--- src/rtl/xtea_block_cipher_core_assert.svh ---
// assertion macros shared by the xtea rtl files
// each one expands to a clocked property on clk with rst_n as disable
`ifndef XTEA_BLOCK_CIPHER_CORE_ASSERT_SVH
`define XTEA_BLOCK_CIPHER_CORE_ASSERT_SVH

`ifndef SYNTH

`define XTEA_ASSERT_SAME(lbl, ante, cons) \
    lbl: assert property (@(posedge clk) disable iff (!rst_n) (ante) |-> (cons)) \
        else $error("xtea assertion failed");

`define XTEA_ASSERT_NEXT(lbl, ante, cons) \
    lbl: assert property (@(posedge clk) disable iff (!rst_n) (ante) |=> (cons)) \
        else $error("xtea assertion failed");

`define XTEA_ASSERT_NEVER(lbl, cond) \
    lbl: assert property (@(posedge clk) disable iff (!rst_n) !(cond)) \
        else $error("xtea assertion failed");

`else

`define XTEA_ASSERT_SAME(lbl, ante, cons)
`define XTEA_ASSERT_NEXT(lbl, ante, cons)
`define XTEA_ASSERT_NEVER(lbl, cond)

`endif

`endif

--- src/rtl/xtea_pkg.sv ---
// shared types, constants and round helpers for the xtea cipher core
// no dependencies
`timescale 1ns / 1ps

package xtea_pkg;

    localparam int XT_ROUND_PAIRS = 32;
    localparam int XT_WORD_W      = 32;
    localparam int XT_CFG_IDX_W   = 3;

    // delta is applied as a subtraction of its negation
    localparam logic [XT_WORD_W-1:0] XT_DELTA_NEG = 32'h61C88647;

    // register indexes of the configuration port
    localparam logic [XT_CFG_IDX_W-1:0] KEY_IDX_0 = 3'd0;
    localparam logic [XT_CFG_IDX_W-1:0] KEY_IDX_1 = 3'd1;
    localparam logic [XT_CFG_IDX_W-1:0] KEY_IDX_2 = 3'd2;
    localparam logic [XT_CFG_IDX_W-1:0] KEY_IDX_3 = 3'd3;

    localparam bit OP_ENCRYPT = 1'b0;
    localparam bit OP_DECRYPT = 1'b1;

    typedef logic [3:0][XT_WORD_W-1:0] key_t;

    typedef struct packed {
        logic                 op;
        logic [XT_WORD_W-1:0] first_word;
        logic [XT_WORD_W-1:0] second_word;
    } stage_data_t;

    // running sum after n delta steps, modulo 2^32
    // decrypt start at 32 round pairs works out to 0xc6ef3720
    function automatic logic [XT_WORD_W-1:0] pair_sum(input int n);
        logic [XT_WORD_W-1:0] prod;
        prod = XT_WORD_W'(n) * XT_DELTA_NEG;
        return XT_WORD_W'(0) - prod;
    endfunction

    function automatic logic [XT_WORD_W-1:0] mix_word(input logic [XT_WORD_W-1:0] w);
        return ((w << 4) ^ (w >> 5)) + w;
    endfunction

endpackage

--- src/rtl/xtea_key_regs.sv ---
// key word registers written through the configuration port
// depends on xtea_pkg
`timescale 1ns / 1ps
`include "xtea_block_cipher_core_assert.svh"

module xtea_key_regs
    import xtea_pkg::*;
(
    input  logic                    clk,
    input  logic                    rst_n,
    input  logic                    cfg_valid,
    output logic                    cfg_ready,
    input  logic [XT_CFG_IDX_W-1:0] cfg_index,
    input  logic [XT_WORD_W-1:0]    cfg_data,
    output key_t                    key
);

    key_t key_reg;
    key_t key_next;
    logic cfg_beat;

    assign cfg_ready = 1'b1;
    assign cfg_beat  = cfg_valid && cfg_ready;
    assign key       = key_reg;

    always_comb
    begin
        key_next = key_reg;
        if (cfg_beat)
        begin
            case (cfg_index)
                KEY_IDX_0: key_next[0] = cfg_data;
                KEY_IDX_1: key_next[1] = cfg_data;
                KEY_IDX_2: key_next[2] = cfg_data;
                KEY_IDX_3: key_next[3] = cfg_data;
                // writes past the last key word are dropped
                default:   key_next = key_reg;
            endcase
        end
    end

    always_ff @(posedge clk or negedge rst_n)
    begin
        if (!rst_n)
        begin
            key_reg <= '0;
        end
        else
        begin
            key_reg <= key_next;
        end
    end

    `XTEA_ASSERT_NEXT(a_key0_write, cfg_beat && cfg_index == KEY_IDX_0, key_reg[0] == $past(cfg_data))
    `XTEA_ASSERT_NEXT(a_key3_write, cfg_beat && cfg_index == KEY_IDX_3, key_reg[3] == $past(cfg_data))
    `XTEA_ASSERT_NEXT(a_key_hold, !cfg_beat || cfg_index[XT_CFG_IDX_W-1], $stable(key_reg))

endmodule

--- config.mk ---
export PLATFORM = sky130hd
export DESIGN_NAME = xtea_key_regs
export DESIGN_NICKNAME = d
export VERILOG_FILES = /design/src/rtl/xtea_pkg.sv /design/src/rtl/xtea_key_regs.sv
export VERILOG_INCLUDE_DIRS = /design/src /design/src/rtl
export SDC_FILE = /design/constraint.sdc
export NUM_CORES = 1
export LEC_CHECK = 0
export ABC_AREA = 1
export BUFFER_PORTS_ARGS = -buffer_cell sky130_fd_sc_hd__buf_2
export CAP_MARGIN = 20
export CELL_PAD_IN_SITES_DETAIL_PLACEMENT = 0
export CELL_PAD_IN_SITES_GLOBAL_PLACEMENT = 1
export CORE_ASPECT_RATIO = 0.6
export CORE_MARGIN = 5
export CORE_UTILIZATION = 25
export CTS_BUF_LIST = sky130_fd_sc_hd__clkbuf_8
export DETAILED_ROUTE_END_ITERATION = 7
export GPL_ROUTABILITY_DRIVEN = 1
export HOLD_SLACK_MARGIN = 0.02
export PLACE_DENSITY_LB_ADDON = 0.12
export SLEW_MARGIN = 20
export SYNTH_ARGS = -nofsm -noshare
export SYNTH_HDL_FRONTEND = slang
export SYNTH_SLANG_ARGS = --single-unit
--- constraint.sdc ---
create_clock -name clk -period 0.8 [get_ports clk]
set_input_delay 0.16 -clock clk [delete_from_list [all_inputs] [get_ports clk]]
set_output_delay 0.16 -clock clk [all_outputs]
set_load 0.05 [all_outputs]
==> results of run 1 <==
[path summary, 6_finish.rpt]
| path | start | to | slack [ns] | cells past startpoint |
|---|---|---|---|---|
| max | key[46] | key[46] | -0.40 | 1 |
| min | cfg_index[2] | key[59] | 0.07 | 4 |
| max reg2reg | key[46] | key[46] | -0.09 | 4 |
| min reg2reg | key[35] | key[35] | 0.50 | 2 |
| max in group asynchronous | rst_n | key[95] | 0.17 | 3 |
| min in group asynchronous | rst_n | key[117] | 0.15 | 2 |
[layout by cell type (no fill, tap or decap), drive strengths merged]
master	n
conb	1
clkinv	6
clkinvlp	2
nand3	96
buf	240
bufinv	4
nor2	5
nand2	294
clkbuf	19
dfrtp	128
dlygate4sd3	33
inv	6
[layout make-up]
class	count	share of cell area
multi-input combinational	396	0.198
tap	273	0.0408
sequential	128	0.384
clock inverter	13	0.0221
inverter	5	0.00224
clock buffer	19	0.0313
timing repair buffer	273	0.321
[power breakdown]
group / leakage [uW] / internal, uW / switching [uW]
Clock: 0.000222 / 3570 / 2750
Combinational: 0.00261 / 3720 / 6320
Sequential: 0.00160 / 7700 / 1030
[cell families after synthesis]
family / share of synthesized area
other cells: 0.000744
buf+inv: 0.0397
simple gates: 0.324
flops: 0.636
[metal layers]
layer / vias up / routed length, microns / track usage
met5: - / 0 / 0
li1: 2289 / - / -
met4: 0 / 125 / 0.0336
met3: 9 / 1340 / 0.0598
met2: 134 / 7990 / 0.238
met1: 2317 / 9020 / 0.227
[timing repair]
item / 4_1_cts / 5_1_grt
gates resized for setup: 256 / 9
buffers inserted: 28 / 26
pin swaps: 0 / 2
hold endpoints to repair: 254 / 0
endpoints found under the setup margin: 128 / 132
hold buffers: 33 / 0
[metrics by stage]
| step | worst slack (ns) | std cells |
|---|---|---|
| floorplan | -0.0469 | 564 |
| CTS | -0.436 | 1081 |
| finish | -0.397 | 1107 |
| global placement | -0.306 | 988 |
| detailed placement | -0.359 | 988 |
| global route | -0.460 | 1107 |
==> results by stage, run 1 <==
Run status:
- The flow ran to the end, but the final reports show violations.
- The checks that failed: setup timing.

Yosys:
- The number of nets handed over by synthesis was 602.
- The number of synthesized flops with an enable pin is 0.
- The leading area contributor after synthesis is sky130_fd_sc_hd__dfrtp_1.
- The number of different library cells used by synthesis comes to 11.
- The proportion of register bits with asynchronous set or reset after synthesis is 1.00.
- The flip-flop and latch count after synthesis is 128.
- In this run the cell area of the synthesized design comes to 0.00504 sq mm.
- Yosys attributes the largest share of cell area to sky130_fd_sc_hd__dfrtp_1 (64%), sky130_fd_sc_hd__nand2_1 (22%), sky130_fd_sc_hd__nand3_1 (9.5%), sky130_fd_sc_hd__buf_2 (2.5%), sky130_fd_sc_hd__buf_4 (0.75%).
- The share of synthesized area in the top cell type comes to 0.636.
- The most frequent cell after synthesis is sky130_fd_sc_hd__nand2_1.
- The synthesized area per cell is 8.93 sq um.
- For this run, the number of Yosys warnings is 0.
- The register area share after synthesis is 0.636.
- The most used flip-flop cell after synthesis is sky130_fd_sc_hd__dfrtp_1.
- The gate count of the mapped netlist is 564.
- After synthesis, the most frequently instantiated cells are sky130_fd_sc_hd__nand2_1 (294), sky130_fd_sc_hd__dfrtp_1 (128), sky130_fd_sc_hd__nand3_1 (96), sky130_fd_sc_hd__buf_2 (25).

Timing:
- In the finished design, the share of the clock period the worst path needs comes to 1.50.
- Hold timing on the final database bottoms out at a slack of 0.0654 ns.
- The number of failing setup endpoints in the final timing report is 130.
- Counting I/O delays and the setup requirement, the final critical path takes 1.20 ns.
- Setup total negative slack on the finished layout was measured at -46.24 ns.
- The final-report max-slew violation count is 0.
- Setup repair after global routing could not meet its margin everywhere.
- The final number of hold-violating endpoints is 0.
- Static timing analysis puts the maximum clock frequency at 835 MHz.
- The worst path setup slack after routing is -0.397 ns.
- The final setup skew is 0 ns.

Global route:
- The first-pass GRT wire length is 29200 microns.
- After global routing the overflow that remains totals 0.
- The via count of the first global-routing pass is 4988.
- Entering global routing, the biggest net connects 52 pins.
- For this run, the total global-route usage over all layers was measured as 0.161.
- The initial antenna violation count is 0.

Route:
- The DRC violation count after routing is 0.
- The first detailed-routing pass took 4 iterations.
- The post-detailed-routing wire length is 18500 microns.
- Using the TritonRoute via totals, the vias-per-cell ratio works out to 4.29.
- Once detail routing completed, the nets flagged for antenna violations numbered 0.
- The first routing iteration left 257 violations.
- The total number of vias is 4749.
- After detailed routing, the average wire length per cell comes to 16.7 microns.

Pwr:
- The analysis attributes to cell leakage a power of 0.00443 uW.
- In this run the power density over the cells is 3000 mW/mm^2.
- The maximum resistive drop on vdd is 1.07 mV.
- Total power for the finished layout comes to 25100 uW.

Clock tree:
- The root buffer cell is sky130_fd_sc_hd__clkbuf_8.
- The worst-skew pair later-pin latency is 0.44 ns.
- In this run the deepest clock path goes through 2 buffers.
- TritonCTS built the clock tree.
- The sink count of the clock tree is 128.
- The clock edge transition at the registers on the reported setup and hold paths is 0.08 ns.
- The total CTS buffers is 17.
- The number of levels the H-tree was split into is 4.

Finish:
- The register with the most flip-flops in the layout has 128 of them.
- The share of layout cells above drive strength 1 is 0.354.
- The layout has 2028 filler cells.
- The multi-input logic area is 0.00166 sq mm.
- The sequential standard cell area is 0.00321 sq mm.
- After routing the design area is 0.00837 sq mm.
- In the final design database the tool counted 859 nets.
- For this run, the share of the core covered by cells in the final layout is 0.420.
- The number of antenna diodes is 0.
- The area growth from synthesis to layout is 66.1%.

Min path:
- The tightest min-delay check is of the in2reg type.

Setup path:
- The number of buffers and inverters on the critical path is 1.
- At the worst endpoint, the required time is 0.64 ns.
- At the worst endpoint, the arrival time is 1.04 ns.
- The largest stage delay on the critical path is 0.43 ns.
- Walking the worst path, the cells encountered are buf_6.
- The master of the slowest instance on the critical path is sky130_fd_sc_hd__dfrtp_1.
- The kind of cell adding the most delay to the critical path is flip-flops.
- The worst setup path is launched from a flop.
- The endpoint class of the critical path is a primary output.
- The critical path start-end classification is reg2out.
- The maximum fanout encountered on the critical timing path is 2.

Placed design:
- After detailed placement, the total cell area comes to 0.00636 sq mm.
- The count of port buffers added during placement is 165.
- The final estimated routing congestion in global placement is 0.737.
- Detailed placement ended at an HPWL of 12200 microns.

Floorplanning:
- Measured along the y axis, the die boundary spans 120 microns.
- The count of pins on the block boundary is 167.
- The standard-cell row count is 40.
- The width of the die is 193 microns.
- The standard cell core area is 0.0199 sq mm.
- The starting utilization of the core area is 0.253.
- The area of the die is 0.0232 sq mm.

Flow run:
- The tool flagged a number of max-cap violations equal to 0.
No activity file was read; power rests on OpenSTA's default activity.
==> run 2: changes to the inputs <==
==> constraint.sdc (replaced) <==
create_clock -name clk -period 1.4 [get_ports clk]
set_input_delay 0.28 -clock clk [delete_from_list [all_inputs] [get_ports clk]]
set_output_delay 0.28 -clock clk [all_outputs]
set_load 0.05 [all_outputs]
==> results by stage, run 2 (synthesis gave the netlist of run 1 again) <==
Finish:
- The final cell utilization of the core was 0.351 (-0.0692).
- The final cell count without fillers came to 1025 (-7.4%).
- The share of layout cells above drive strength 1 is 0.303 (-0.0505).
- The leading cell type in the layout, fill and taps excluded is sky130_fd_sc_hd__nand2_1.
- The number of flip-flops in the largest register is 128 (unchanged).
- Compared with the post-synthesis result, the final layout area differs by 38.7%.
- The top cell types in the final layout, fill and taps aside, are sky130_fd_sc_hd__nand2_1 (294), sky130_fd_sc_hd__dfrtp_1 (128), sky130_fd_sc_hd__nand3_1 (96).
- The number of antenna diodes is 0 (unchanged).
- The number of nets in the final layout is 777 (-9.5%).

Run status:
- The flow ran to the end, and the final reports show no timing, DRC or antenna violations.

Placed design:
- The post-placement setup slack came to 0.0726 ns (+0.431 ns).
- The detailed placement HPWL is 12400 microns (+1.7%).
- The final estimated routing congestion in global placement is 0.742 (+0.60%).
- The count of port buffers added during placement is 165 (unchanged).
- The count of placed standard cells including taps is 992 (+0.40%).

Clock tree:
- The CTS tree is yes.
- The maximum count of clock buffers along a single path is 2 (unchanged).
- The total CTS buffers is 17 (unchanged).
- The number of levels the H-tree was split into is 4 (unchanged).
- The root buffer cell chosen for the clock tree is sky130_fd_sc_hd__clkbuf_8.
- The worst-skew pair later-pin latency is 0.43 ns (about the same).
- The sink count of the clock tree is 128 (unchanged).
- The clock edge transition at the registers on the reported setup and hold paths is 0.07 ns (about the same).

Pwr:
- The leakage power of the design was 0.00386 uW (-13%).
- The maximum resistive drop on vdd is 0.690 mV (-35%).
- The power per standard cell area came to 1830 mW/mm^2 (-39%).
- The total power of the final layout is 12800 uW (-49%).

Floorplanning:
- The starting utilization of the core area is 0.253 (unchanged).
- The width of the die is 193 microns (unchanged).
- The area of the die is 0.0232 sq mm (unchanged).
- The count of pins on the block boundary is 167 (unchanged).
- The standard-cell row count is 40 (unchanged).
- The overall die height came to 120 microns (unchanged).
- The standard cell core area is 0.0199 sq mm (unchanged).

Setup path:
- The required time at the worst-slack endpoint is 1.12 ns (+0.48 ns).
- The most critical setup path has its startpoint at key[62].
- The end point of the critical path is key[62].
- The master of the slowest instance on the critical path is sky130_fd_sc_hd__dfrtp_1.
- The maximum fanout encountered on the critical timing path is 2 (unchanged).
- The source of the worst register-to-register timing path is key[118].
- The data arrival time at the worst-slack endpoint was 1.06 ns (+0.02 ns).
- The worst path buffer plus inverter count is 1 (unchanged).
- The worst register-to-register path ends at key[118].
- The largest stage delay on the critical path is 0.36 ns (-0.07 ns).
- The critical path start-end classification is reg2out.
- The category of the worst setup path launch point is a flop.
- The endpoint class of the critical path is a primary output.
- On the critical path the largest part of the delay comes from flip-flops.
- The signal on the critical path passes through buf_2.
- The depth of the worst register-to-register path is 2 (-2).
- The total number of cells along the worst setup path is 1 (unchanged).
- The worst setup slack for register-to-register paths came to 0.75 ns (+0.84 ns).

Route:
- The post-detailed-routing wire length is 18000 microns (-2.5%).
- The total number of vias came to 4482 (-5.6%).
- The number of nets with antenna violations after routing is 0 (unchanged).
- The DRC marker count from the first detailed-route iteration came to 236 (-8.2%).
- The average via count per standard cell is 4.37 (+1.9%).
- The DRC violation count after routing is 0 (unchanged).
- The routed length per instance was 17.6 microns (+5.3%).
- The length of the first detailed-routing pass in iterations was 4 (unchanged).

Global route:
- The sum of overflow across all layers after global routing came to 0 (unchanged).
- The overall track demand over capacity in global routing was 0.158 (-0.00357).
- The maximum number of pins on one net before global-route repair came to 48 (-7.7%).
- The via count of the first global-routing pass is 4649 (-6.8%).
- The initial antenna violation count is 0 (unchanged).
- The first-pass GRT wire length is 28300 microns (-3.1%).

Timing:
- The highest clock frequency the design can meet is 744 MHz.
- The final-report max-slew violation count is 0 (unchanged).
- The worst path setup slack after routing is 0.0564 ns (+0.454 ns).
- The final number of hold-violating endpoints is 0 (unchanged).
- The minimum period implied by the final worst setup slack is 1.34 ns.
- The final setup skew is 0 ns (unchanged).
- The number of failing setup endpoints in the final timing report came to 0 (-100%).
- The part of the cycle the worst path needs is 0.960.
- The post-route setup TNS is 0 ns (+46.24 ns).

Min path:
- The min-delay analysis places its worst path in the category in2reg.

Flow run:
- The max-cap check violation count was 0 (unchanged).
==> run 2: worst min path at each step <==
stage	start	to	slack [ns]	cells past startpoint
5_1_grt	cfg_data[24]	key[120]	0.08	3
4_1_cts	cfg_data[25]	key[121]	0.06	3
6_report	cfg_data[25]	key[121]	0.1	3
2_1_floorplan	rst_n	key[0]	-0.02	0
3_3_place_gp	rst_n	key[127]	0.20	1
3_5_place_dp	rst_n	key[127]	0.21	1
==> run 2: layer usage <==
metal / GRT usage / vias up / part of all wire
li1: - / 2128 / -
met4: 0.0447 / 0 / 0.014
met1: 0.225 / 2199 / 0.49
met5: 0 / - / 0
met2: 0.227 / 136 / 0.42
met3: 0.0525 / 19 / 0.069
==> run 2: cell type report <==
class / instances / area [sq um]
fill: 2143 / 12900
sequential: 128 / 3200
multi-input combinational: 396 / 1640
timing repair buffer: 191 / 1370
tap: 273 / 342
clock buffer: 19 / 262
clock inverter: 13 / 146
inverter: 5 / 18.8
==> run 2: power breakdown <==
group	internal (uW)	leakage (uW)	total (uW)	switching, uW
Clock	1830	0.000219	3340	1510
Combinational	1140	0.00203	4630	3490
Sequential	4390	0.00161	4850	457
Total	7360	0.00386	12800	5460
==> run 2: stage by stage <==
step | hold slack (ns) | area [sq um]
after floorplan | -0.0156 | 5040
after global placement | 0.205 | 6330
after detailed placement | 0.211 | 6330
after CTS | 0.0612 | 6840
after global routing | 0.0762 | 6990
final | 0.0978 | 6990
==> run 2: repair_timing <==
| action | CTS | global route |
|---|---|---|
| setup buffers | 0 | 0 |
| hold buffers | 1 | 0 |
| resized for setup | 37 | 62 |
| setup endpoints to repair | 37 | 59 |
| cloned | 0 | 0 |
| endpoints found under the hold margin | 26 | 0 |
==> run 2: worst register-to-register path, stage by stage, from the launching register on <==
cell and delay [ns]:
sky130_fd_sc_hd__dfrtp_1 0.42, sky130_fd_sc_hd__nand2_1 0.08, sky130_fd_sc_hd__nand2_1 0.05
