[src/rtl/xtea_block_cipher_core_assert.svh]
// assertion macros shared by the xtea rtl files
// each one expands to a clocked property on clk with rst_n as disable
`ifndef XTEA_BLOCK_CIPHER_CORE_ASSERT_SVH
`define XTEA_BLOCK_CIPHER_CORE_ASSERT_SVH

`ifndef SYNTH

`define XTEA_ASSERT_SAME(lbl, ante, cons) \
    lbl: assert property (@(posedge clk) disable iff (!rst_n) (ante) |-> (cons)) \
        else $error("xtea assertion failed");

`define XTEA_ASSERT_NEXT(lbl, ante, cons) \
    lbl: assert property (@(posedge clk) disable iff (!rst_n) (ante) |=> (cons)) \
        else $error("xtea assertion failed");

`define XTEA_ASSERT_NEVER(lbl, cond) \
    lbl: assert property (@(posedge clk) disable iff (!rst_n) !(cond)) \
        else $error("xtea assertion failed");

`else

`define XTEA_ASSERT_SAME(lbl, ante, cons)
`define XTEA_ASSERT_NEXT(lbl, ante, cons)
`define XTEA_ASSERT_NEVER(lbl, cond)

`endif

`endif

[src/rtl/xtea_pkg.sv]
// shared types, constants and round helpers for the xtea cipher core
// no dependencies
`timescale 1ns / 1ps

package xtea_pkg;

    localparam int XT_ROUND_PAIRS = 32;
    localparam int XT_WORD_W      = 32;
    localparam int XT_CFG_IDX_W   = 3;

    // delta is applied as a subtraction of its negation
    localparam logic [XT_WORD_W-1:0] XT_DELTA_NEG = 32'h61C88647;

    // register indexes of the configuration port
    localparam logic [XT_CFG_IDX_W-1:0] KEY_IDX_0 = 3'd0;
    localparam logic [XT_CFG_IDX_W-1:0] KEY_IDX_1 = 3'd1;
    localparam logic [XT_CFG_IDX_W-1:0] KEY_IDX_2 = 3'd2;
    localparam logic [XT_CFG_IDX_W-1:0] KEY_IDX_3 = 3'd3;

    localparam bit OP_ENCRYPT = 1'b0;
    localparam bit OP_DECRYPT = 1'b1;

    typedef logic [3:0][XT_WORD_W-1:0] key_t;

    typedef struct packed {
        logic                 op;
        logic [XT_WORD_W-1:0] first_word;
        logic [XT_WORD_W-1:0] second_word;
    } stage_data_t;

    // running sum after n delta steps, modulo 2^32
    // decrypt start at 32 round pairs works out to 0xc6ef3720
    function automatic logic [XT_WORD_W-1:0] pair_sum(input int n);
        logic [XT_WORD_W-1:0] prod;
        prod = XT_WORD_W'(n) * XT_DELTA_NEG;
        return XT_WORD_W'(0) - prod;
    endfunction

    function automatic logic [XT_WORD_W-1:0] mix_word(input logic [XT_WORD_W-1:0] w);
        return ((w << 4) ^ (w >> 5)) + w;
    endfunction

endpackage

[src/rtl/xtea_half_round.sv]
// one pipelined xtea half-round with its own valid bit and ready
// depends on xtea_pkg
`timescale 1ns / 1ps
`include "xtea_block_cipher_core_assert.svh"

module xtea_half_round
    import xtea_pkg::*;
#(
    parameter int ROUND_PAIRS = XT_ROUND_PAIRS,
    parameter int STAGE       = 0
)
(
    input  logic        clk,
    input  logic        rst_n,
    input  key_t        key,
    input  logic        in_valid,
    output logic        in_ready,
    input  stage_data_t in_data,
    output logic        out_valid,
    input  logic        out_ready,
    output stage_data_t out_data
);

    localparam bit EVEN = (STAGE % 2) == 0;
    localparam int PAIR = STAGE / 2;

    // sums are fixed per stage, only the direction picks between them
    localparam logic [XT_WORD_W-1:0] ENC_SUM =
        EVEN ? pair_sum(PAIR) : pair_sum(PAIR + 1);
    localparam logic [XT_WORD_W-1:0] DEC_SUM =
        EVEN ? pair_sum(ROUND_PAIRS - PAIR) : pair_sum(ROUND_PAIRS - PAIR - 1);
    localparam logic [1:0] ENC_KEY = EVEN ? ENC_SUM[1:0] : ENC_SUM[12:11];
    localparam logic [1:0] DEC_KEY = EVEN ? DEC_SUM[12:11] : DEC_SUM[1:0];

    logic                 valid_reg;
    logic                 valid_next;
    stage_data_t          data_reg;
    stage_data_t          data_next;
    logic                 in_beat;
    logic                 upd_first;
    logic [XT_WORD_W-1:0] src_word;
    logic [XT_WORD_W-1:0] tgt_word;
    logic [XT_WORD_W-1:0] sum_key;
    logic [XT_WORD_W-1:0] feed;
    logic [XT_WORD_W-1:0] new_word;

    assign in_ready  = !valid_reg || out_ready;
    assign in_beat   = in_valid && in_ready;
    assign out_valid = valid_reg;
    assign out_data  = data_reg;

    // encrypt updates the first word on even stages, decrypt on odd ones
    assign upd_first = in_data.op ^ EVEN;

    always_comb
    begin
        src_word = upd_first ? in_data.second_word : in_data.first_word;
        tgt_word = upd_first ? in_data.first_word : in_data.second_word;
        if (in_data.op == OP_DECRYPT)
        begin
            sum_key = DEC_SUM + key[DEC_KEY];
        end
        else
        begin
            sum_key = ENC_SUM + key[ENC_KEY];
        end
        feed     = mix_word(src_word) ^ sum_key;
        new_word = (in_data.op == OP_DECRYPT) ? (tgt_word - feed) : (tgt_word + feed);

        data_next = in_data;
        if (upd_first)
        begin
            data_next.first_word = new_word;
        end
        else
        begin
            data_next.second_word = new_word;
        end
    end

    always_comb
    begin
        if (in_beat)
        begin
            valid_next = 1'b1;
        end
        else if (out_ready)
        begin
            valid_next = 1'b0;
        end
        else
        begin
            valid_next = valid_reg;
        end
    end

    always_ff @(posedge clk or negedge rst_n)
    begin
        if (!rst_n)
        begin
            valid_reg <= 1'b0;
        end
        else
        begin
            valid_reg <= valid_next;
        end
    end

    always_ff @(posedge clk)
    begin
        if (in_beat)
        begin
            data_reg <= data_next;
        end
    end

    `XTEA_ASSERT_NEXT(a_hold_on_stall, valid_reg && !out_ready, valid_reg && $stable(data_reg))
    `XTEA_ASSERT_NEXT(a_fill_on_beat, in_beat, valid_reg && data_reg.op == $past(in_data.op))
    `XTEA_ASSERT_NEXT(a_drain_empty, out_ready && !in_beat, !valid_reg)

endmodule

[config.mk]
export PLATFORM = sky130hd
export DESIGN_NAME = xtea_half_round
export DESIGN_NICKNAME = d
export VERILOG_FILES = /design/src/rtl/xtea_pkg.sv /design/src/rtl/xtea_half_round.sv
export VERILOG_INCLUDE_DIRS = /design/src /design/src/rtl
export SDC_FILE = /design/constraint.sdc
export NUM_CORES = 1
export LEC_CHECK = 0
export BUFFER_PORTS_ARGS = -buffer_cell sky130_fd_sc_hd__buf_2
export CAP_MARGIN = 20
export CORE_UTILIZATION = 50
export CTS_CLUSTER_SIZE = 10
export DETAILED_ROUTE_END_ITERATION = 12
export PLACE_DENSITY = 0.89
export SLEW_MARGIN = 15
export SYNTH_ARGS = -nofsm -noshare
export SYNTH_HDL_FRONTEND = slang
export SYNTH_SLANG_ARGS = --single-unit
[constraint.sdc]
create_clock -name clk -period 2.6 [get_ports clk]
set_input_delay 0.13 -clock clk [delete_from_list [all_inputs] [get_ports clk]]
set_output_delay 0.13 -clock clk [all_outputs]
set_load 0.02 [all_outputs]
==> results, run 1 <==
- Measured along the x axis, the die boundary spans 132 um.
- Entering global routing, the biggest net connects 66 pins.
- The sequential-to-total area share from yosys stat is 23.5%.
- The placed instances occupy a cell area of 12,000 um2.
- The most used flip-flop cell after synthesis is edfxtp_1.
- The overflow left after global routing is 168.
- The flow halted during global routing (5_1_grt).
- The first error in the log reads "[ERROR GRT-0232] Routing congestion too high. Check the congestion heatmap in the GUI".
- In the post-synthesis netlist, the biggest area contributors are edfxtp_1, xnor2_1, ha_1.
- The weighted congestion reported at the end of routability-driven placement is 0.947.
- The run stopped with a tool error.
- The library cell with the highest instance count after synthesis is nand2_1.
- The library cell occupying the most area in the post-synthesis netlist is edfxtp_1.
- The post-synthesis sequential element count is 66.
- The commonest cells after synthesis are nand2_1, xnor2_1, o21ai_0.
- The quantity of I/O buffers inserted on ports is 199.
- Dividing the synthesized area by the synthesized cell count gives 8.30 um2.
- The number of different library cells used by synthesis comes to 71.
- The cell area that synthesis handed to floorplanning was 8400 um2.
- The instance count of the mapped netlist is 1,012.
- The Yosys step of the flow raised 0 warnings.
- The fraction of synthesized cell area taken by the top area cell type is 23.2%.
- In this run the count of I/O pins placed on the die edge is 264.
- For this design, the sink count on the clock tree is 66.
- The number of synthesized flops with an enable pin is 65.
- For this run, asynchronously set or reset flops after synthesis account for 1.52%.
- Before CTS, the worst setup slack after placement is -3320 ps.
- The HPWL reported at the end of detailed placement is 24,800 um.
- The root buffer cell is clkbuf_16.
- The global-route total usage across every layer is 83.3%.
- The number of clock buffers inserted by TritonCTS is 9.
- In this run the number of H-tree levels came out at 3.
- The initialized floorplan defines 47 standard-cell rows.
- After the last repair the worst path ends at a register input.
- The pin ending the worst setup path after global-route repair is out_data[62]$_DFFE_PP_/D.
- The height of the chip is 132 um.
- The starting utilization of the core area is 51.0%.
- Synthesis produced a netlist with a net count of 1,276.
- The maximum clock path buffer count is 2.
## metrics by stage
stage                     hold slack (ps)  instances
after floorplan                      -166       1012
after detailed placement            -93.3       1688
after CTS                            90.8       1761
after global placement              -95.1       1688
## routing by layer
layer / GRT usage [%] / overflow
met5: 35.7 / 1
met4: 89.3 / 71
met3: 67.4 / 4
met2: 97.6 / 86
met1: 83.1 / 6
## repair_timing
| item | 4_1_cts |
|---|---|
| hold buffers | 2 |
| endpoints found under the setup margin | 62 |
| buffers inserted | 72 |
| pin swaps | 131 |
| gates resized for setup | 234 |
| gates cloned | 3 |
| hold endpoints to repair | 2 |
## cell families after synthesis
logic type,after synthesis,share of synthesized area [%]
flip-flops,66,23.5
multiplexers,51,6.71
XOR/XNOR,165,18.2
adder cells (fa/ha/maj),67,10.2
AND/OR/NAND/NOR,295,16.3
AO/OA/AOI/OAI,300,22.0
buffers and inverters,68,3.11
==> inputs of run 2 (changes only) <==
--- a/config.mk
+++ b/config.mk
@@ -8,10 +8,9 @@
 export LEC_CHECK = 0
 export BUFFER_PORTS_ARGS = -buffer_cell sky130_fd_sc_hd__buf_2
 export CAP_MARGIN = 20
-export CORE_UTILIZATION = 50
-export CTS_CLUSTER_SIZE = 10
+export CORE_UTILIZATION = 35
 export DETAILED_ROUTE_END_ITERATION = 12
-export PLACE_DENSITY = 0.89
+export PLACE_DENSITY_LB_ADDON = 0.15
 export SLEW_MARGIN = 15
 export SYNTH_ARGS = -nofsm -noshare
 export SYNTH_HDL_FRONTEND = slang
==> run 2 against run 1 <==
The flow now finishes, with violations (setup timing). Area after synthesis stayed put. Synthesized cell count did not move.
==> results, run 2 <==
- The net switching fraction of the power is 43.0%.
- Across all layers, the routed design uses 9,384 vias.
- The depth of the worst register-to-register path is 3.
- The die covers 24,600 um2.
- On the final layout, the worst hold slack is 9.00 ps.
- For this design the total switching power over the nets is 5.99 mW.
- The worst-path cell with the longest stage delay is or4_1.
- The per-cell via count in the routed design is 4.99.
- In the layout the commonest cells are buf_4, buf_2, nand2_1.
- The global-route wire length before repair is 43,900 um.
- The initial antenna violation count is 0.
- Entering global routing, the biggest net connects 66 pins.
- The starting utilization of the core area is 35.8% (was 51.0%).
- Dividing the detail-routed wire length by the instance count gives 15.7 um.
- The setup check on the worst reg-to-reg path leaves a slack of 1270 ps.
- In this run the most critical hold path is launched from in_valid.
- The number of placed cells counting well taps is 1,807 (was 1,688).
- The CTS tree is built.
- Setup repair after global routing could not meet its margin everywhere.
- The weighted congestion reported at the end of routability-driven placement came to 0.898 (was 0.947).
- The flip-flop count of the largest register after layout is 65.
- The number of optimization iterations in the first detailed-route pass is 7.
- The clock latency reported for the late side of the worst-skew pair is 330 ps.
- The sequential-to-total area share from yosys stat is 23.5% (unchanged).
- The count of clock tree sinks is 66 (unchanged).
- The fraction of layout cells with a size suffix above 1 is 55.2%.
- The synthesis-to-finish area growth is 73.1%.
- The worst-case IR drop observed on VDD is 0.000470 V.
- The count of warnings emitted by yosys was 0 (unchanged).
- The distinct cell type count after synthesis is 71 (unchanged).
- The final worst-path cycle share is 203%.
- The maximum operating frequency is 0.189 GHz.
- The setup slack after layout is -2690 ps.
- The HPWL reported at the end of detailed placement is 22,800 um (was 24,800 um).
- The max-capacitance violation count is 0.
- Main area contributors after synthesis: edfxtp_1, xnor2_1, ha_1 (unchanged).
- The clock network power share is 7.9%.
- Measured on the finished design, the core utilization comes to 61.9%.
- The number of nets in the layout is 1,821.
- The worst flop-to-flop path endpoint is out_data[61].
- The final antenna diode count is 0.
- The number of hold violations in the final report is 0.
- The hold-critical path depth is 2.
- The delay of the slowest cell on the worst path is 410 ps.
- The number of nets produced by synthesis is 1,276 (unchanged).
- The number of placement rows is 56 (was 47).
- The most used flip-flop cell after synthesis is edfxtp_1 (unchanged).
- In this run the remaining antenna-violating nets after routing total 0.
- The power per standard cell area is 958 nW/um2.
- Excluding fillers, the count of instances in the completed layout stands at 1,881.
- The worst hold path belongs to the class primary input to register.
- In the global route stage, overall resource usage came out at 22.5%.
- The start of the worst register-to-register path is out_valid.
- The maximum clock path buffer count is 2 (unchanged).
- The data required time of the worst path is 2780 ps.
- Per report_power, the combinational group accounts for 80.3% of the total.
- The instance count of the mapped netlist was 1,012 (unchanged).
- The post-synth design cell area was 8400 um2 (unchanged).
- The aggregate routed wire length is 29,500 um.
- The starting DRC count in detailed routing is 454.
- After routing the design area is 14,500 um2.
- The internal power component is 7.94 mW.
- Run status: finished, violations left (was aborted with a tool error).
- Leaving out fill and tap cells, the most frequent cell in the layout is buf_4.
- The cell area after placement is 12,300 um2 (was 12,000 um2).
- Measured against its own limit, the worst slew margin works out to 66.8%.
- The startpoint class of the critical path is a primary input.
- For the final routed database, the setup TNS stands at -103,810 ps.
- In this run the worst path has a maximum fanout of 14.
- Leading post-synthesis cells by instance count: nand2_1, xnor2_1, o21ai_0 (unchanged).
- The number of clock buffers inserted by TritonCTS came to 9 (unchanged).
- The core region is 23,500 um2.
- The category of the critical setup timing path is primary input to register.
- The count of boundary I/O pins is 264 (unchanged).
- The final clock skew is 5.67 ps.
- Global routing finished with a remaining overflow of 0.
- The fraction of synthesized cell area taken by the top area cell type was 23.2% (unchanged).
- The nature of the critical path endpoint is a register.
- The height of the chip came to 157 um (was 132 um).
- In this run, flip-flops and latches consume 11.8% of the power.
- The horizontal die dimension is 157 um (was 132 um).
- The post-synthesis sequential element count is 66 (unchanged).
- The worst hold path endpoint is out_valid.
- The number of synthesized flops with an enable pin is 65 (unchanged).
- The final reports fail on setup timing.
- The number of pins with negative max-slew slack in the final report was 0.
- The level count of the clock H-tree is 3 (unchanged).
- For the pin with the worst max-slew slack, the measured transition is 495 ps.
- The library cell with the highest instance count after synthesis is nand2_1 (unchanged).
- After layout, the minimum clock period comes to 5290 ps.
- The source of the critical timing path is in_data[64].
- The via count of the first global-routing pass is 9,021.
- Data arrives at the worst endpoint at 5470 ps.
- The library cell occupying the most area in the post-synthesis netlist is edfxtp_1 (unchanged).
- The count of final setup violators is 60.
- The leakage power is 6.65 nW.
- The number of DRC violations after detailed routing is 0.
- The clock-pin slew reported for the worst setup and hold paths after clock tree synthesis is 60 ps.
- The mean instance size in the synthesized netlist came to 8.30 um2 (unchanged).
- The root buffer cell is clkbuf_16 (unchanged).
- The quantity of I/O buffers inserted on ports was 199 (unchanged).
- The proportion of synthesized flip-flops having asynchronous set or reset came to 1.52% (unchanged).
run 2: kinds of logic after synthesis:
| logic type | count (synthesis) | share of synthesized area [%] |
|---|---|---|
| muxes | 51 | 6.71 |
| adders and majority gates | 67 | 10.2 |
| DFF | 66 | 23.5 |
| buffers and inverters | 68 | 3.11 |
| AOI/OAI and AO/OA | 300 | 22.0 |
| xor gates and xnor gates | 165 | 18.2 |
| and+or+nand+nor | 295 | 16.3 |
run 2: how the worst max path moves through the flow:
stage | cells after the start | endpoint
finish | 29 | out_data[63]
global route | 30 | out_data[63]
CTS | 29 | out_data[63]
detailed placement | 27 | out_data[63]
global placement | 27 | out_data[63]
floorplan | 33 | out_data[63]
run 2: layer usage:
layer | vias up | global-route usage [%] | share of wire, %
met2 | 235 | 36.5 | 46
met1 | 4361 | 32.7 | 49
met5 | - | 0 | 0
met3 | 32 | 1.68 | 3.9
met4 | 0 | 4.53 | 1.3
li1 | 4756 | - | -
run 2: per-stage QoR:
step / total power [mW] / setup WS, ps
4_1_cts: 12.5 / -2540
3_3_place_gp: 9.71 / -3150
3_5_place_dp: 9.81 / -3270
5_1_grt: 14.8 / -2930
2_1_floorplan: 6.49 / -3560
6_report: 13.9 / -2690
run 2: layout make-up:
class / instances / area [um2]
clock inverter: 7 / 45.0
inverter: 33 / 131
timing repair buffer: 569 / 4060
tap: 319 / 399
multi-input combinational: 878 / 7700
sequential: 66 / 1980
clock buffer: 9 / 225
fill: 1931 / 8940
run 2: worst max-delay path: cells and delay by family:
| family | cells | cell delay [ps] |
|---|---|---|
| XOR/XNOR | 5 | 940 |
| AND/OR/NAND/NOR | 8 | 1530 |
| AO/OA/AOI/OAI | 10 | 1760 |
| buffers and inverters | 4 | 530 |
| adder cells (fa/ha/maj) | 2 | 580 |
run 2: power groups by stage:
stage          Combinational, mW  Clock [mW]  Sequential [mW]
2_1_floorplan               4.48           0             2.01
3_3_place_gp                8.04           0             1.67
3_5_place_dp                8.14           0             1.67
4_1_cts                     9.74        1.12             1.65
5_1_grt                     12.0        1.16             1.67
6_report                    11.2        1.10             1.65
run 2: repair_timing:
item | 4_1_cts | 5_1_grt
hold buffers | 1 | 0
pin swaps | 105 | 124
buffers inserted | 55 | 29
hold endpoints to repair | 1 | 0
gates resized for setup | 166 | 153
endpoints found under the setup margin | 62 | 62
cloned | 1 | 1
(Power assumes the default switching activity.)
==> inputs of run 3 (changes only) <==
--- a/config.mk
+++ b/config.mk
@@ -10,7 +10,7 @@
 export CAP_MARGIN = 20
 export CORE_UTILIZATION = 35
 export DETAILED_ROUTE_END_ITERATION = 12
-export PLACE_DENSITY_LB_ADDON = 0.15
+export SKIP_LAST_GASP = 1
 export SLEW_MARGIN = 15
 export SYNTH_ARGS = -nofsm -noshare
 export SYNTH_HDL_FRONTEND = slang
==> run 3 against run 2 <==
The flow still finishes with violations (setup timing). Power fell by 4.7%. Utilization fell by 2.0 points. Design area fell by 3.2%. Critical path depth fell by 3. Die area did not move. Sequential power barely moved. Maximum frequency fell by 0.67%. Via count fell by 0.51%. Largest power group unchanged.
==> results, run 3 (synthesis gave the netlist of run 2 again) <==
- Run status: finished, violations left (unchanged).
- Failing checks: setup timing (unchanged).
- The leakage power was 6.49 nW (was 6.65 nW).
- The depth of the worst register-to-register path is 3 (unchanged).
- The number of DRC violations after detailed routing is 0 (unchanged).
- The fraction of layout cells with a size suffix above 1 is 52.6% (was 55.2%).
- Top library cells by usage in the layout, fill and taps aside: buf_4, buf_2, nand2_1 (unchanged).
- The core outline area is 23,500 um2 (unchanged).
- The combined buffer and inverter count along the critical path came to 4 (unchanged).
- The count of final setup violators came to 60 (unchanged).
- The routed length per instance was 15.4 um (was 15.7 um).
- The data arrival time of the critical path is 5410 ps (was 5470 ps).
- RSZ-0062 raised after global routing: true (unchanged).
- The worst voltage drop across the vdd grid is 0.000509 V (was 0.000470 V).
- The max-capacitance violation count is 0 (unchanged).
- The number of placement rows is 56 (unchanged).
- The worst hold path endpoint was out_valid (unchanged).
- The number of optimization iterations in the first detailed-route pass came to 5 (was 7).
- The level count of the clock H-tree is 3 (unchanged).
- The aggregate routed wire length was 28,800 um (was 29,500 um).
- The count of clock tree sinks came to 66 (unchanged).
- The quantity of I/O buffers inserted on ports is 199 (unchanged).
- The category of the critical setup timing path is primary input to register (unchanged).
- The critical-path maximum fanout came to 6 (was 14).
- The post-layout total power is 13.3 mW (was 13.9 mW).
- The starting DRC count in detailed routing is 441 (was 454).
- The shortest period the worst path allows is 5330 ps (was 5290 ps).
- The clock-pin slew reported for the worst setup and hold paths after clock tree synthesis came to 60 ps (about the same).
- The total via count after detailed routing is 9,336 (was 9,384).
- The final antenna diode count is 0 (unchanged).
- The horizontal die dimension came to 157 um (unchanged).
- The data required time of the worst path is 2680 ps (was 2780 ps).
- The setup slack after layout is -2730 ps (was -2690 ps).
- The path type of the worst min-delay path was primary input to register (unchanged).
- The die outline area came to 24,600 um2 (unchanged).
- The nature of the critical path endpoint is a register (unchanged).
- The CTS tree is built (unchanged).
- The number of pins with negative max-slew slack in the final report is 0 (unchanged).
- The worst flop-to-flop path endpoint is out_data[62] (was out_data[61]).
- The commonest non-fill, non-tap cell in the layout is buf_4 (unchanged).
- The startpoint class of the critical path was a primary input (unchanged).
- The flip-flop count of the largest register after layout is 65 (unchanged).
- The clock latency reported for the late side of the worst-skew pair is 340 ps (was 330 ps).
- The final worst-path cycle share was 205% (was 203%).
- The starting utilization of the core area is 35.8% (unchanged).
- The count of boundary I/O pins came to 264 (unchanged).
- The antenna violation net count after detailed routing is 0 (unchanged).
- The start of the worst register-to-register path is out_valid (unchanged).
- The number of hold violations in the final report came to 0 (unchanged).
- The worst slew slack as a fraction of its limit is 65.1% (was 66.8%).
- The via count of the first global-routing pass was 8,773 (was 9,021).
- The height of the chip is 157 um (unchanged).
- The initial antenna violation count was 0 (unchanged).
- The power per standard cell area is 943 nW/um2 (was 958 nW/um2).
- The final clock skew is 7.69 ps (was 5.67 ps).
- The worst hold margin was 77.3 ps (was 9.00 ps).
- The maximum operating frequency is 0.188 GHz (was 0.189 GHz).
- The overflow left after global routing is 0 (unchanged).
- The HPWL reported at the end of detailed placement is 22,900 um (was 22,800 um).
- The synthesis-to-finish area growth is 67.6% (was 73.1%).
- The number of nets in the layout is 1,812 (was 1,821).
- The delay of the slowest cell on the worst path is 430 ps (was 410 ps).
- The setup slack of the worst register-to-register path is 1280 ps (was 1270 ps).
- The slew at the pin closest to its max-slew limit is 519 ps (was 495 ps).
- The weighted congestion reported at the end of routability-driven placement was 0.918 (was 0.898).
- The hold-critical path depth was 3 (was 2).
- The number of clock buffers inserted by TritonCTS is 9 (unchanged).
- The maximum clock path buffer count was 2 (unchanged).
- The global-route wire length before repair is 43,600 um (was 43,900 um).
- The pin count of the biggest net entering global routing is 66 (unchanged).
- The hold path startpoint is out_ready (was in_valid).
- The global-route total usage across every layer is 22.4% (was 22.5%).
- The root buffer cell is clkbuf_16 (unchanged).
- The per-cell via count in the routed design is 4.99 (about the same).
- The worst-path cell with the longest stage delay is or3_4 (was or4_1).
- The source of the critical timing path was in_data[64] (unchanged).
- The cell family contributing the most delay on the critical path is compound AO/OA/AOI/OAI gates (unchanged).
-- run 3: cell count changes in the layout (fill, tap and decap cells not counted), sizes merged --
cell         delta
inv             -2
dlygate4sd3     +1
buf             -9
bufinv          +2
clkinv          -1
-- run 3: layer usage --
metal / part of all wire (%) / vias up / track usage, % / wire, um
met1: 48 / 4345 / 31.9 / 13700
met2: 47 / 229 / 36.8 / 13500
li1: - / 4735 / - / -
met5: 0 / - / 0 / 0
met4: 1.3 / 0 / 4.34 / 366
met3: 4.1 / 27 / 2.31 / 1180
-- run 3: how the worst max path moves through the flow --
stage / cells past startpoint / endpoint
floorplan: 33 / out_data[63]
global placement: 28 / out_data[63]
detailed placement: 28 / out_data[63]
CTS: 29 / out_data[63]
global route: 31 / out_data[63]
finish: 26 / out_data[62]
-- run 3: timing repair --
item	CTS	global route
hold buffers	2	0
gates cloned	2	0
endpoints found under the hold margin	2	0
gates resized for setup	79	155
pin swaps	61	117
setup endpoints to repair	62	62
buffers inserted	16	24
-- run 3: worst register-to-register path: cells and delay by family, from the launching register on --
| family | cells | cell delay [ps] |
|---|---|---|
| flip-flops | 1 | 370 |
| AND/OR/NAND/NOR | 2 | 270 |
| buffers and inverters | 1 | 300 |
-- run 3: final cells by class --
type	count	area (um2)
fillers	1960	9400
multi-input cells	878	7340
repair buffers	560	3880
flip-flops and latches	66	1980
well taps	319	399
clock buffers	10	239
inverters	33	136
clock inverters	6	90.1
-- run 3: power breakdown --
group / internal, mW / total, mW / switching [mW]
clock: 0.867 / 1.36 / 0.489
combinational: 5.10 / 10.3 / 5.16
sequential: 1.60 / 1.65 / 0.0530
-- run 3: metrics by stage --
| step | instance area (um2) | util [%] | cells | setup WS, ps | setup TNS, ps |
|---|---|---|---|---|---|
| after floorplan | 8750 | - | 1012 | -3560 | -141080 |
| after global placement | 12400 | 52.6 | 1815 | -3250 | -128740 |
| after detailed placement | 12400 | 52.6 | 1815 | -3250 | -132350 |
| after CTS | 13200 | 56.3 | 1850 | -2750 | -97620 |
| after global routing | 14100 | 59.9 | 1872 | -2960 | -111740 |
| final | 14100 | 59.9 | 1872 | -2730 | -100980 |
